## src/sv/serial_frame_deframer_core_macros.svh

```systemverilog
// Assertion macros used by the deframer top level.
`ifndef SERIAL_FRAME_DEFRAMER_CORE_MACROS_SVH
`define SERIAL_FRAME_DEFRAMER_CORE_MACROS_SVH

// Consequent checked in the same cycle as the antecedent.
`define SFD_ASSERT_SAME(label, ante, cons, msg) \
    label: assert property (@(posedge clk) disable iff (!rst_n) (ante) |-> (cons)) \
        else $error(msg);

// Consequent checked in the cycle after the antecedent.
`define SFD_ASSERT_NEXT(label, ante, cons, msg) \
    label: assert property (@(posedge clk) disable iff (!rst_n) (ante) |=> (cons)) \
        else $error(msg);

`endif

```

## src/sv/sfd_pkg.sv

```systemverilog
// Package with the byte codes, header offsets and control types of the deframer.
package sfd_pkg;

    localparam logic [7:0] FLAG_BYTE = 8'h7E;
    localparam logic [7:0] OPEN_BYTE = 8'h45;
    localparam logic [7:0] ESC_BYTE  = 8'h7D;
    localparam logic [7:0] ESC_7D    = 8'h5D;
    localparam logic [7:0] ESC_7E    = 8'h5E;

    localparam logic [7:0] OFS_NODE = 8'd4;
    localparam logic [7:0] OFS_TYPE = 8'd12;
    localparam logic [7:0] OFS_LEN  = 8'd20;
    localparam logic [7:0] OFS_PAY  = 8'd21;

    localparam logic [5:0] RUN_MAX = 6'd43;

    typedef enum logic [1:0] {
        STATUS_OK       = 2'd0,
        STATUS_SHORT    = 2'd1,
        STATUS_TOO_LONG = 2'd2
    } status_t;

    typedef struct packed {
        logic hunt_beat;
        logic frame_beat;
        logic start_run;
        logic load_out;
        logic advance;
    } cmd_t;

    typedef struct packed {
        logic open_hit;
        logic end_hit;
        logic out_last;
    } sts_t;

endpackage

```

## src/sv/sfd_ram.sv

```systemverilog
// Generic single-write, single-read RAM with registered read data.
module sfd_ram #(
    parameter int WIDTH = 8,
    parameter int DEPTH = 64
) (
    input  logic                     clk,
    input  logic                     wr_en,
    input  logic [$clog2(DEPTH)-1:0] wr_addr,
    input  logic [WIDTH-1:0]         wr_data,
    input  logic                     rd_en,
    input  logic [$clog2(DEPTH)-1:0] rd_addr,
    output logic [WIDTH-1:0]         rd_data
);

    logic [WIDTH-1:0] mem [DEPTH];

    always_ff @(posedge clk)
    begin
        if (wr_en)
        begin
            mem[wr_addr] <= wr_data;
        end
        if (rd_en)
        begin
            rd_data <= mem[rd_addr];
        end
    end

endmodule

```

## src/sv/sfd_datapath.sv

```systemverilog
// Datapath of the deframer: byte handling, frame store, header capture and result register.
module sfd_datapath
    import sfd_pkg::*;
#(
    parameter int FRAME_MAX = 64
) (
    input  logic       clk,
    input  logic       rst_n,
    input  cmd_t       cmd,
    output sts_t       sts,
    input  logic [7:0] rx_byte,
    output logic [1:0] status,
    output logic [8:0] node_id,
    output logic [7:0] pkt_type,
    output logic [7:0] payload_len,
    output logic       has_byte,
    output logic [7:0] payload_byte,
    output logic [5:0] payload_index,
    output logic       last
);

    localparam int AW = $clog2(FRAME_MAX);
    localparam int FW = $clog2(FRAME_MAX + 1);

    logic [7:0]    prev_byte_reg;
    logic [FW-1:0] fill_count_reg;
    logic [FW-1:0] fill_count_next;
    logic [7:0]    node_b_reg;
    logic [7:0]    type_b_reg;
    logic [7:0]    len_b_reg;
    status_t       run_status_reg;
    status_t       run_status_next;
    logic          run_has_reg;
    logic          run_has_next;
    logic [5:0]    run_cnt_reg;
    logic [5:0]    run_cnt_next;
    logic [5:0]    idx_reg;
    logic [5:0]    idx_inc;

    logic [1:0]    status_reg;
    logic [8:0]    node_id_reg;
    logic [7:0]    pkt_type_reg;
    logic [7:0]    payload_len_reg;
    logic          has_byte_reg;
    logic [7:0]    payload_byte_reg;
    logic [5:0]    payload_index_reg;
    logic          last_reg;

    logic          is_flag;
    logic          prev_esc;
    logic          esc_fix;
    logic          frame_data;
    logic          store_new;
    logic          store_fix;
    logic [FW-1:0] fill_inc;
    logic [FW-1:0] fill_dec;
    logic          wr_en;
    logic [AW-1:0] wr_addr;
    logic [7:0]    wr_addr_ext;
    logic [7:0]    wr_data;
    logic          rd_en;
    logic [8:0]    rd_addr_wide;
    logic [7:0]    rd_data;
    logic [9:0]    fill_ext;
    logic [9:0]    need_ext;
    logic          is_short;
    logic          is_too_long;

    assign is_flag    = (rx_byte == FLAG_BYTE);
    assign prev_esc   = (prev_byte_reg == ESC_BYTE);
    assign esc_fix    = (rx_byte == ESC_7D) || (rx_byte == ESC_7E);
    assign frame_data = cmd.frame_beat && !is_flag;
    assign store_new  = frame_data && !prev_esc;
    assign store_fix  = frame_data && prev_esc && (fill_count_reg != '0) && esc_fix;
    assign fill_inc   = fill_count_reg + 1'b1;
    assign fill_dec   = fill_count_reg - 1'b1;

    assign wr_en       = store_new || store_fix;
    assign wr_addr     = store_new ? fill_count_reg[AW-1:0] : fill_dec[AW-1:0];
    assign wr_addr_ext = 8'(wr_addr);
    assign wr_data     = store_new ? rx_byte : ((rx_byte == ESC_7D) ? ESC_BYTE : FLAG_BYTE);

    assign sts.open_hit = (rx_byte == OPEN_BYTE) && (prev_byte_reg == FLAG_BYTE);
    assign sts.end_hit  = is_flag || (store_new && (fill_inc == FW'(FRAME_MAX)));
    assign sts.out_last = last_reg;

    always_comb
    begin
        fill_count_next = fill_count_reg;
        if (cmd.hunt_beat && sts.open_hit)
        begin
            fill_count_next = '0;
        end
        else if (store_new)
        begin
            fill_count_next = fill_inc;
        end
    end

    assign fill_ext    = 10'(fill_count_reg);
    assign need_ext    = 10'(OFS_PAY) + 10'(len_b_reg);
    assign is_short    = (fill_ext < 10'(OFS_PAY));
    assign is_too_long = (need_ext > fill_ext);

    always_comb
    begin
        if (is_short)
        begin
            run_status_next = STATUS_SHORT;
        end
        else if (is_too_long)
        begin
            run_status_next = STATUS_TOO_LONG;
        end
        else
        begin
            run_status_next = STATUS_OK;
        end
        run_has_next = !is_short && !is_too_long && (len_b_reg != 8'd0);
        run_cnt_next = (len_b_reg > 8'(RUN_MAX)) ? RUN_MAX : len_b_reg[5:0];
    end

    assign idx_inc      = idx_reg + 6'd1;
    assign rd_en        = cmd.start_run || cmd.advance;
    assign rd_addr_wide = 9'(OFS_PAY) + 9'(cmd.advance ? idx_inc : 6'd0);

    sfd_ram #(
        .WIDTH (8),
        .DEPTH (FRAME_MAX)
    ) u_store (
        .clk     (clk),
        .wr_en   (wr_en),
        .wr_addr (wr_addr),
        .wr_data (wr_data),
        .rd_en   (rd_en),
        .rd_addr (rd_addr_wide[AW-1:0]),
        .rd_data (rd_data)
    );

    always_ff @(posedge clk or negedge rst_n)
    begin
        if (!rst_n)
        begin
            prev_byte_reg  <= '0;
            fill_count_reg <= '0;
        end
        else
        begin
            fill_count_reg <= fill_count_next;
            if (cmd.hunt_beat || frame_data)
            begin
                prev_byte_reg <= rx_byte;
            end
        end
    end

    always_ff @(posedge clk)
    begin
        if (wr_en && (wr_addr_ext == OFS_NODE))
        begin
            node_b_reg <= wr_data;
        end
        if (wr_en && (wr_addr_ext == OFS_TYPE))
        begin
            type_b_reg <= wr_data;
        end
        if (wr_en && (wr_addr_ext == OFS_LEN))
        begin
            len_b_reg <= wr_data;
        end
        if (cmd.start_run)
        begin
            run_status_reg <= run_status_next;
            run_has_reg    <= run_has_next;
            run_cnt_reg    <= run_cnt_next;
            idx_reg        <= 6'd0;
        end
        else if (cmd.advance)
        begin
            idx_reg <= idx_inc;
        end
        if (cmd.load_out)
        begin
            status_reg        <= run_status_reg;
            node_id_reg       <= (run_status_reg == STATUS_SHORT) ? 9'd0
                                 : ({1'b0, node_b_reg} - 9'd1);
            pkt_type_reg      <= (run_status_reg == STATUS_SHORT) ? 8'd0 : type_b_reg;
            payload_len_reg   <= (run_status_reg == STATUS_SHORT) ? 8'd0 : len_b_reg;
            has_byte_reg      <= run_has_reg;
            payload_byte_reg  <= run_has_reg ? rd_data : 8'd0;
            payload_index_reg <= run_has_reg ? idx_reg : 6'd0;
            last_reg          <= !run_has_reg || (idx_inc == run_cnt_reg);
        end
    end

    assign status        = status_reg;
    assign node_id       = node_id_reg;
    assign pkt_type      = pkt_type_reg;
    assign payload_len   = payload_len_reg;
    assign has_byte      = has_byte_reg;
    assign payload_byte  = payload_byte_reg;
    assign payload_index = payload_index_reg;
    assign last          = last_reg;

endmodule

```

## src/sv/sfd_ctrl.sv

```systemverilog
// Controller state machine of the deframer: hunting, receiving and draining a run.
module sfd_ctrl
    import sfd_pkg::*;
(
    input  logic clk,
    input  logic rst_n,
    input  logic in_valid,
    output logic in_ready,
    output logic out_valid,
    input  logic out_ready,
    input  sts_t sts,
    output cmd_t cmd
);

    typedef enum logic [2:0] {
        ST_HUNT,
        ST_FRAME,
        ST_START,
        ST_LOAD,
        ST_OUT
    } state_t;

    state_t state_reg;
    state_t state_next;
    logic   in_ready_reg;
    logic   out_valid_reg;
    logic   beat;

    assign beat = in_valid && in_ready_reg;

    always_comb
    begin
        cmd            = '0;
        cmd.hunt_beat  = beat && (state_reg == ST_HUNT);
        cmd.frame_beat = beat && (state_reg == ST_FRAME);
        cmd.start_run  = (state_reg == ST_START);
        cmd.load_out   = (state_reg == ST_LOAD);
        cmd.advance    = (state_reg == ST_OUT) && out_ready && !sts.out_last;
    end

    always_comb
    begin
        state_next = state_reg;
        case (state_reg)
            ST_HUNT:
            begin
                if (beat && sts.open_hit)
                begin
                    state_next = ST_FRAME;
                end
            end
            ST_FRAME:
            begin
                if (beat && sts.end_hit)
                begin
                    state_next = ST_START;
                end
            end
            ST_START:
            begin
                state_next = ST_LOAD;
            end
            ST_LOAD:
            begin
                state_next = ST_OUT;
            end
            ST_OUT:
            begin
                if (out_ready)
                begin
                    state_next = sts.out_last ? ST_HUNT : ST_LOAD;
                end
            end
            default:
            begin
                state_next = ST_HUNT;
            end
        endcase
    end

    always_ff @(posedge clk or negedge rst_n)
    begin
        if (!rst_n)
        begin
            state_reg     <= ST_HUNT;
            in_ready_reg  <= 1'b1;
            out_valid_reg <= 1'b0;
        end
        else
        begin
            state_reg     <= state_next;
            in_ready_reg  <= (state_next == ST_HUNT) || (state_next == ST_FRAME);
            out_valid_reg <= (state_next == ST_OUT);
        end
    end

    assign in_ready  = in_ready_reg;
    assign out_valid = out_valid_reg;

endmodule

```

## src/sv/serial_frame_deframer_core.sv

```systemverilog
// Top level of the byte-stuffed serial frame deframer.
// While hunting or receiving a frame, one byte beat is taken every cycle.
// The first result of a frame follows the start and load states after its end beat;
// each further result goes through the load state again and needs one store read.
// Input is held off from the frame end until the last result is taken.
// Asynchronous active-low reset returns to hunting; store contents are not cleared.
`include "serial_frame_deframer_core_macros.svh"

module serial_frame_deframer_core
    import sfd_pkg::*;
#(
    parameter int FRAME_MAX = 64
) (
    input  logic        clk,
    input  logic        rst_n,
    input  logic        s_tvalid,
    output logic        s_tready,
    input  logic [7:0]  s_tdata,   // rx_byte[7:0]
    output logic        m_tvalid,
    input  logic        m_tready,
    output logic [47:0] m_tdata,   // status, node_id, pkt_type, payload_len,
                                   // payload_byte, payload_index, zero fill
    output logic        m_tuser,   // has_byte
    output logic        m_tlast
);

    cmd_t       cmd;
    sts_t       sts;
    logic [1:0] status;
    logic [8:0] node_id;
    logic [7:0] pkt_type;
    logic [7:0] payload_len;
    logic [7:0] payload_byte;
    logic [5:0] payload_index;

    sfd_ctrl u_ctrl (
        .clk       (clk),
        .rst_n     (rst_n),
        .in_valid  (s_tvalid),
        .in_ready  (s_tready),
        .out_valid (m_tvalid),
        .out_ready (m_tready),
        .sts       (sts),
        .cmd       (cmd)
    );

    sfd_datapath #(
        .FRAME_MAX (FRAME_MAX)
    ) u_datapath (
        .clk           (clk),
        .rst_n         (rst_n),
        .cmd           (cmd),
        .sts           (sts),
        .rx_byte       (s_tdata),
        .status        (status),
        .node_id       (node_id),
        .pkt_type      (pkt_type),
        .payload_len   (payload_len),
        .has_byte      (m_tuser),
        .payload_byte  (payload_byte),
        .payload_index (payload_index),
        .last          (m_tlast)
    );

    assign m_tdata = {7'd0, payload_index, payload_byte, payload_len, pkt_type, node_id, status};

    `SFD_ASSERT_SAME(a_no_overlap, 1'b1, !(s_tready && m_tvalid), "input taken during a run")
    `SFD_ASSERT_SAME(a_empty_single, m_tvalid && !m_tuser, m_tlast, "empty result not last")
    `SFD_ASSERT_NEXT(a_run_gap, m_tvalid && m_tready && !m_tlast, !m_tvalid, "no read gap")
    `SFD_ASSERT_NEXT(a_run_end, m_tvalid && m_tready && m_tlast, s_tready, "no return to hunt")

endmodule
```

## config.mk

```make
export PLATFORM = sky130hd
export DESIGN_NAME = serial_frame_deframer_core
export DESIGN_NICKNAME = d
export VERILOG_FILES = /design/src/sv/sfd_pkg.sv /design/src/sv/sfd_ram.sv /design/src/sv/sfd_datapath.sv /design/src/sv/sfd_ctrl.sv /design/src/sv/serial_frame_deframer_core.sv
export VERILOG_INCLUDE_DIRS = /design/src /design/src/sv
export SDC_FILE = /design/constraint.sdc
export NUM_CORES = 1
export LEC_CHECK = 0
export BUFFER_PORTS_ARGS = -buffer_cell sky130_fd_sc_hd__buf_4
export CAP_MARGIN = 20
export CORE_ASPECT_RATIO = 1.25
export CORE_MARGIN = 3
export CORE_UTILIZATION = 55
export DETAILED_ROUTE_END_ITERATION = 8
export PLACE_DENSITY = 0.71
export SYNTH_ARGS = -nofsm -noshare
export SYNTH_HDL_FRONTEND = slang
export SYNTH_SLANG_ARGS = --single-unit
```

## constraint.sdc

```tcl
create_clock -name clk -period 4.8 [get_ports clk]
set_input_delay 0.96 -clock clk [delete_from_list [all_inputs] [get_ports clk]]
set_output_delay 0.96 -clock clk [all_outputs]
set_load 0.05 [all_outputs]
```

== Word-level counts from Yosys, hierarchy flattened ==
Memories as Yosys holds them, arrays and structs flattened. A register that Yosys moved wholly into a read port is not among the register bits.
Index checks and enable logic that the tools add are counted.
Storage, ports and cells
  bits in latches: 0
  memories kept: 1
  flip-flop bits (word level): 102
  output and inout bits: 52
  RAM bits: 512
  ROM bits: 0
Memories
  u_datapath.u_store.mem: depth 64, width 8, read ports 1, clocked after Yosys merged registers in 1, write ports 1, RTL line sfd_ram.sv:15  | logic [WIDTH-1:0] mem [DEPTH];
Operators by class
  equality and inequality tests: 18
  bitwise gates (word level): 0
  shift-type cells: 0
  reduce and logical (&&, ||, !) cells: 38
  magnitude comparators: 3
  $mul: 0
  muxes and demuxes: 14
  divide/modulo/power cells: 0
  add/sub/neg operators: 6
Operators by type and width (count)
  $eq A8 B7 Y1 const B: 6
  $logic_and A1 B1 Y1: 20
  $pmux W3 S5: 1
  $mux W7: 2
  $mux W6: 2
  $add A5 B8 Y9 const A: 1
  $gt A9 B7 Y1: 1
  $mux W3: 3
  $sub A8 B1 Y9 const B: 1
  $gt A8 B6 Y1 const B: 1
  $mux W8: 1
  $reduce_bool A8 Y1: 1
  $add A7 B1 Y7 const B: 1
  $eq A7 B7 Y1 const B: 1
  $logic_or A1 B1 Y1: 7
  $lt A7 B5 Y1 const B: 1
  $reduce_bool A7 Y1: 1
  $add A5 B6 Y6 const A: 1
  $add A6 B1 Y6 const B: 1
  $eq A3 B1 Y1 const B: 2
  $eq A3 B2 Y1 const B: 2
  $eq A3 B3 Y1 const B: 2
  $eq A6 B3 Y1 const B: 1
  $eq A6 B4 Y1 const B: 1
  9 further kinds: 18

== Logic depth before layout (Yosys ltp) ==
  depth after elaboration: 11
  gate-level depth with buffers: 18
  mapped depth without buffers: 11

== By module ==
A second synthesis with hierarchy kept.
Unflattened totals
  cells, all modules: 1364
  area total of the unflattened synthesis: 25320.5 µm²
Modules (own cells, without submodules)
  sfd_ram: cells each 940, area each 20246.9 µm², times used 1
  sfd_datapath: cells each 385, area each 4718.3 µm², times used 1
  sfd_ctrl: cells each 31, area each 299.0 µm², times used 1
  serial_frame_deframer_core: cells each 8, area each 56.3 µm², times used 1

== Least setup slack after synthesis ==
OpenSTA, ideal clock, no wires.
  path kind: input to register
  start: input port m_tready
  end: register u_datapath.u_store.rd_data[1], read port of u_datapath.u_store.mem (data pin)
  stages: 14
  required time: 4.534 ns
  setup slack: 0.190 ns
  data arrival time: 4.344 ns
  cell sequence: nand2b_1 or3_1 buf_6 buf_8 buf_4 buf_2 inv_1 ha_1 clkbuf_1 clkbuf_1 mux4_2 a22oi_1 a21oi_1 or3b_1
Between the ends
  word-level cells in the longest chain between the ends: 4
  elaborated cells between the ends (all ways): 5
  those cells by class: add/sub: 1; mux: 1; reduce/logical: 3
Ends and longest elaborated chain
  start, declared: RTL line serial_frame_deframer_core.sv:20  | input logic m_tready,
  $logic_and A1 B1 Y1 (*) (2 in series): RTL line sfd_ctrl.sv:38  | cmd.advance = (state_reg == ST_OUT) && out_ready && !sts.out_last;
  $mux W6: RTL line sfd_datapath.sv:125  | assign rd_addr_wide = 9'(OFS_PAY) + 9'(cmd.advance ? idx_inc : 6'd0);
  $add A5 B6 Y6: RTL line sfd_datapath.sv:125
  end, declared: RTL line sfd_ram.sv:12  | output logic [WIDTH-1:0] rd_data
Every way passes the cells marked *; elsewhere a longest branch is shown, timed or not.
A chain may end at the register's enable or synchronous reset.

== Worst setup path after layout ==
  start: register u_ctrl.state_reg[0]
  end: register u_datapath.u_store.rd_data[4], read port of u_datapath.u_store.mem (data pin)
Between the ends
  word-level cells in the longest chain between the ends: 5
  elaborated cells between the ends (all ways): 7
  those cells by class: add/sub: 1; eq/ne: 2; mux: 1; reduce/logical: 3
Ends and longest elaborated chain
  start, declared: RTL line sfd_ctrl.sv:23  | state_t state_reg;
  start signal, assigned: RTL line sfd_ctrl.sv:91  | state_reg <= state_next;
  $eq A3 B3 Y1: RTL line sfd_ctrl.sv:38
  $logic_and A1 B1 Y1 (2 in series): RTL line sfd_ctrl.sv:38
  $mux W6: RTL line sfd_datapath.sv:125
  $add A5 B6 Y6: RTL line sfd_datapath.sv:125
Parallel ways exist; a longest one is shown, timed or not.

==> qor.txt <==
Max Fclk: 253 MHz
TritonCTS Buffers: 56
Diodes inserted: 0
Drt via density: 6.20
Crit path buf inv count: 3
Routed wire length on met2: 30,100 microns
Die Ht: 245 microns
CP Depth: 10
Worst path slowest cell: mux4_2
Crit path required time: 5.13 ns
IO Port Bufs: 56
Final Routed Wirelength: 57,500 microns
Main flop type after synthesis: edfxtp_1
Static Leak: 9.30 nW
# hold bufs at CTS: 0
Worst-Skew Late Latency: 0.59 ns
Min Clock Period, post-route: 3.95 ns
Cell family with most CP delay: simple AND/OR/NAND/NOR gates
Post-synthesis register bit count: 622
Final Skew: 0.0117 ns
Synth Warn #: 0
Drc violations: 0
Post-layout nets: 1,557
GP Congestion: 0.890
Worst hold path class: input pin to asynchronous set/reset pin
Power density relative to cell area: 411 nW/um^2
Core box area: 45,200 sq um
Clock Path Buffers: 3
Post-synth EDFFs: 596
Met3 WL: 3770 microns
Cells after Synth: 1,368
Crit path setup slack, layout: 0.848 ns
Starting Density: 0.558
Status: finished clean
Gr usage total: 0.239
Setup TNS Final: 0 ns
Dpl cells: 2,050
DP HPWL: 36,800 microns
Num rows: 87
Multi-input logic area: 6350 sq um
Fin crit share: 0.823
H-tree Lvls: 2
Register area share after synthesis: 0.734
Global-route wire length before repair: 86,100 microns
Worst-Margin Slew: 1.03 ns
Max FFs per register: 512
Die ar.: 48,500 sq um
CP endpoint kind: flip-flop
CP Cell Sequence: or3b_1 > or3_4 > inv_1 > ha_4 > buf_12 > buf_4 > mux4_2 > a22oi_1 > a21boi_1 > or4_1
RSZ-0062 raised after global routing: no
Sink Count: 622
CTS tree: built
Syn Area/Cell: 18.4 sq um
Ys async rst share: 0.0322
Arrival time worst endpoint: 4.28 ns
Post-CTS Resized: 0
Clock Pin Slew Worst Setup and Hold Paths: 0.07 ns
CTS Root Cell: clkbuf_16
Fillers: 3,036
Slew Limit Fails: 0
Initial antenna violation count: 0
Final Non-Filler Cells: 2,153
Worst Reg-to-Reg Cells: 10
Routed Antenna Nets: 0
Wire per inst: 26.7 microns
M1 wire length: 21,500 microns
PnR Total Power: 11.8 mW
Worst-path fanout max: 13
Kind of critical path: flip-flop to flip-flop
Vias: 13,400
Netlist cell types: 66
First-pass iteration count of the detailed router: 7
Share of cells above drive strength 1: 0.254
Hold Violations, Final: 0
FF/Latch Area: 18,500 sq um
Grt ovf: 0
Setup Viol. Count Final: 0
Initial drt markers: 1,268
Number of global-route vias before repair: 13,600
Startpoint Class: flip-flop
Top-level I/O count: 64
Post CTS Setup Buffer Count: 0
Pin count of the biggest net entering global routing: 132
Syn-to-layout area delta: 13.6%
Highest routed layer: met4
Max VDD drop: 0.000236 V
Setup slack at placement: 0.432 ns
Max cap viols: 0
Mapped Area: 25,200 sq um
Worst slew margin: 0.309
Max incr delay on CP: 0.51 ns
Die W: 198 microns
worst register-to-register path, cell delays in order, from the launching register on:
cell      delay [ns]
dfrtp_1         0.47
or3b_1          0.46
or3_4           0.42
inv_1           0.10
ha_4            0.27
buf_12          0.23
buf_4           0.19
mux4_2          0.51
a22oi_1         0.41
a21boi_1        0.17
or4_1           0.48
area by class of cell:
| cell class | instances | share of cell area |
|---|---|---|
| well taps | 578 | 0.0252 |
| clock buffers | 62 | 0.0497 |
| clock inverters | 41 | 0.0104 |
| repair buffers | 162 | 0.0446 |
| multi-input cells | 671 | 0.222 |
| flip-flops and latches | 622 | 0.646 |
| inverters | 17 | 0.00223 |
path summary, 6_finish.rpt:
path | from | end | slack (ns)
worst max-delay path | u_ctrl.state_reg[0]$_DFF_PN0_ | u_datapath.u_store.rd_data[4]$_DFFE_PP_ | 0.85
worst min-delay path | rst_n | u_datapath.fill_count_reg[0]$_DFFE_PN0P_ | 0.24
worst max register to register | u_ctrl.state_reg[0]$_DFF_PN0_ | u_datapath.u_store.rd_data[4]$_DFFE_PP_ | 0.85
worst min register to register | u_datapath.run_status_reg[0]$_SDFFCE_PN1P_ | u_datapath.status[0]$_DFFE_PN_ | 0.49
max in group asynchronous | rst_n | u_ctrl.in_ready$_DFF_PN1_ | 4.28
min in group clk | u_datapath.run_status_reg[0]$_SDFFCE_PN1P_ | u_datapath.status[0]$_DFFE_PN_ | 0.49
power breakdown:
part / internal (mW) / switching [mW]
logic: 0.360 / 0.879
registers: 6.22 / 0.111
clock network: 2.30 / 1.91
per-layer routing:
metal | vias up | track usage
li1 | 5791 | -
met1 | 6852 | 0.306
met2 | 588 | 0.420
met3 | 119 | 0.0388
met4 | 0 | 0.0852
met5 | - | 0
cells in the mapped netlist, types with 6 or more instances:
library cell,number,area (sq um)
nor2_1,110,413
nand2_1,65,244
nor3_1,9,45.0
a31oi_1,11,68.8
buf_4,11,82.6
buf_2,12,60.1
mux4_1,7,184
nand2b_1,11,68.8
xnor2_1,24,210
o21a_1,6,45.0
a22o_1,9,78.8
mux2_2,17,191
and3_1,7,43.8
o31ai_1,6,45.0
dfrtp_1,19,475
and2_1,30,188
a32oi_1,6,52.6
buf_6,8,90.1
nand4_1,6,37.5
nor2b_1,8,50.1
ha_1,15,188
or3_1,8,50.1
a21oi_1,26,130
mux2i_1,34,340
mux4_2,115,2590
o21ai_0,18,90.1
nand3_1,21,105
xor2_1,7,61.3
dfxtp_1,6,120
clkbuf_1,27,101
a22oi_1,24,180
inv_1,17,63.8
edfxtp_1,596,17900
per-stage QoR:
step,area [sq um],util,hold WS (ns)
6_report,28700,0.634,0.239
3_3_place_gp,26900,0.596,0.453
3_5_place_dp,26900,0.596,0.469
2_1_floorplan,25200,-,0.441
4_1_cts,28700,0.634,0.224
5_1_grt,28700,0.634,0.244
cell families after synthesis:
logic type	Yosys count	share of synthesized area
compound gates	138	0.0372
xor+xnor	34	0.0129
fa+ha+maj	15	0.00744
buf+inv	81	0.0171
flops	622	0.734
mux	174	0.132
other cells	1	0.000149
simple gates	303	0.0588
placed cells by master, fill, tap and decap left out, drive strengths merged, types with 9 or more instances in the layout:
cell type and instances:
nand2b 11, nor3 10, edfxtp 596, mux2i 35, buf 162, xnor2 25
nor2 110, mux4 122, ha 15, a31oi 11, clkinv 30, a22oi 24
mux2 17, nand3 21, nand2 65, inv 21, o21ai 22, clkbuf 62
and2 30, a22o 9, a21oi 26, dfrtp 19
Power figures use the tool's default switching activity.
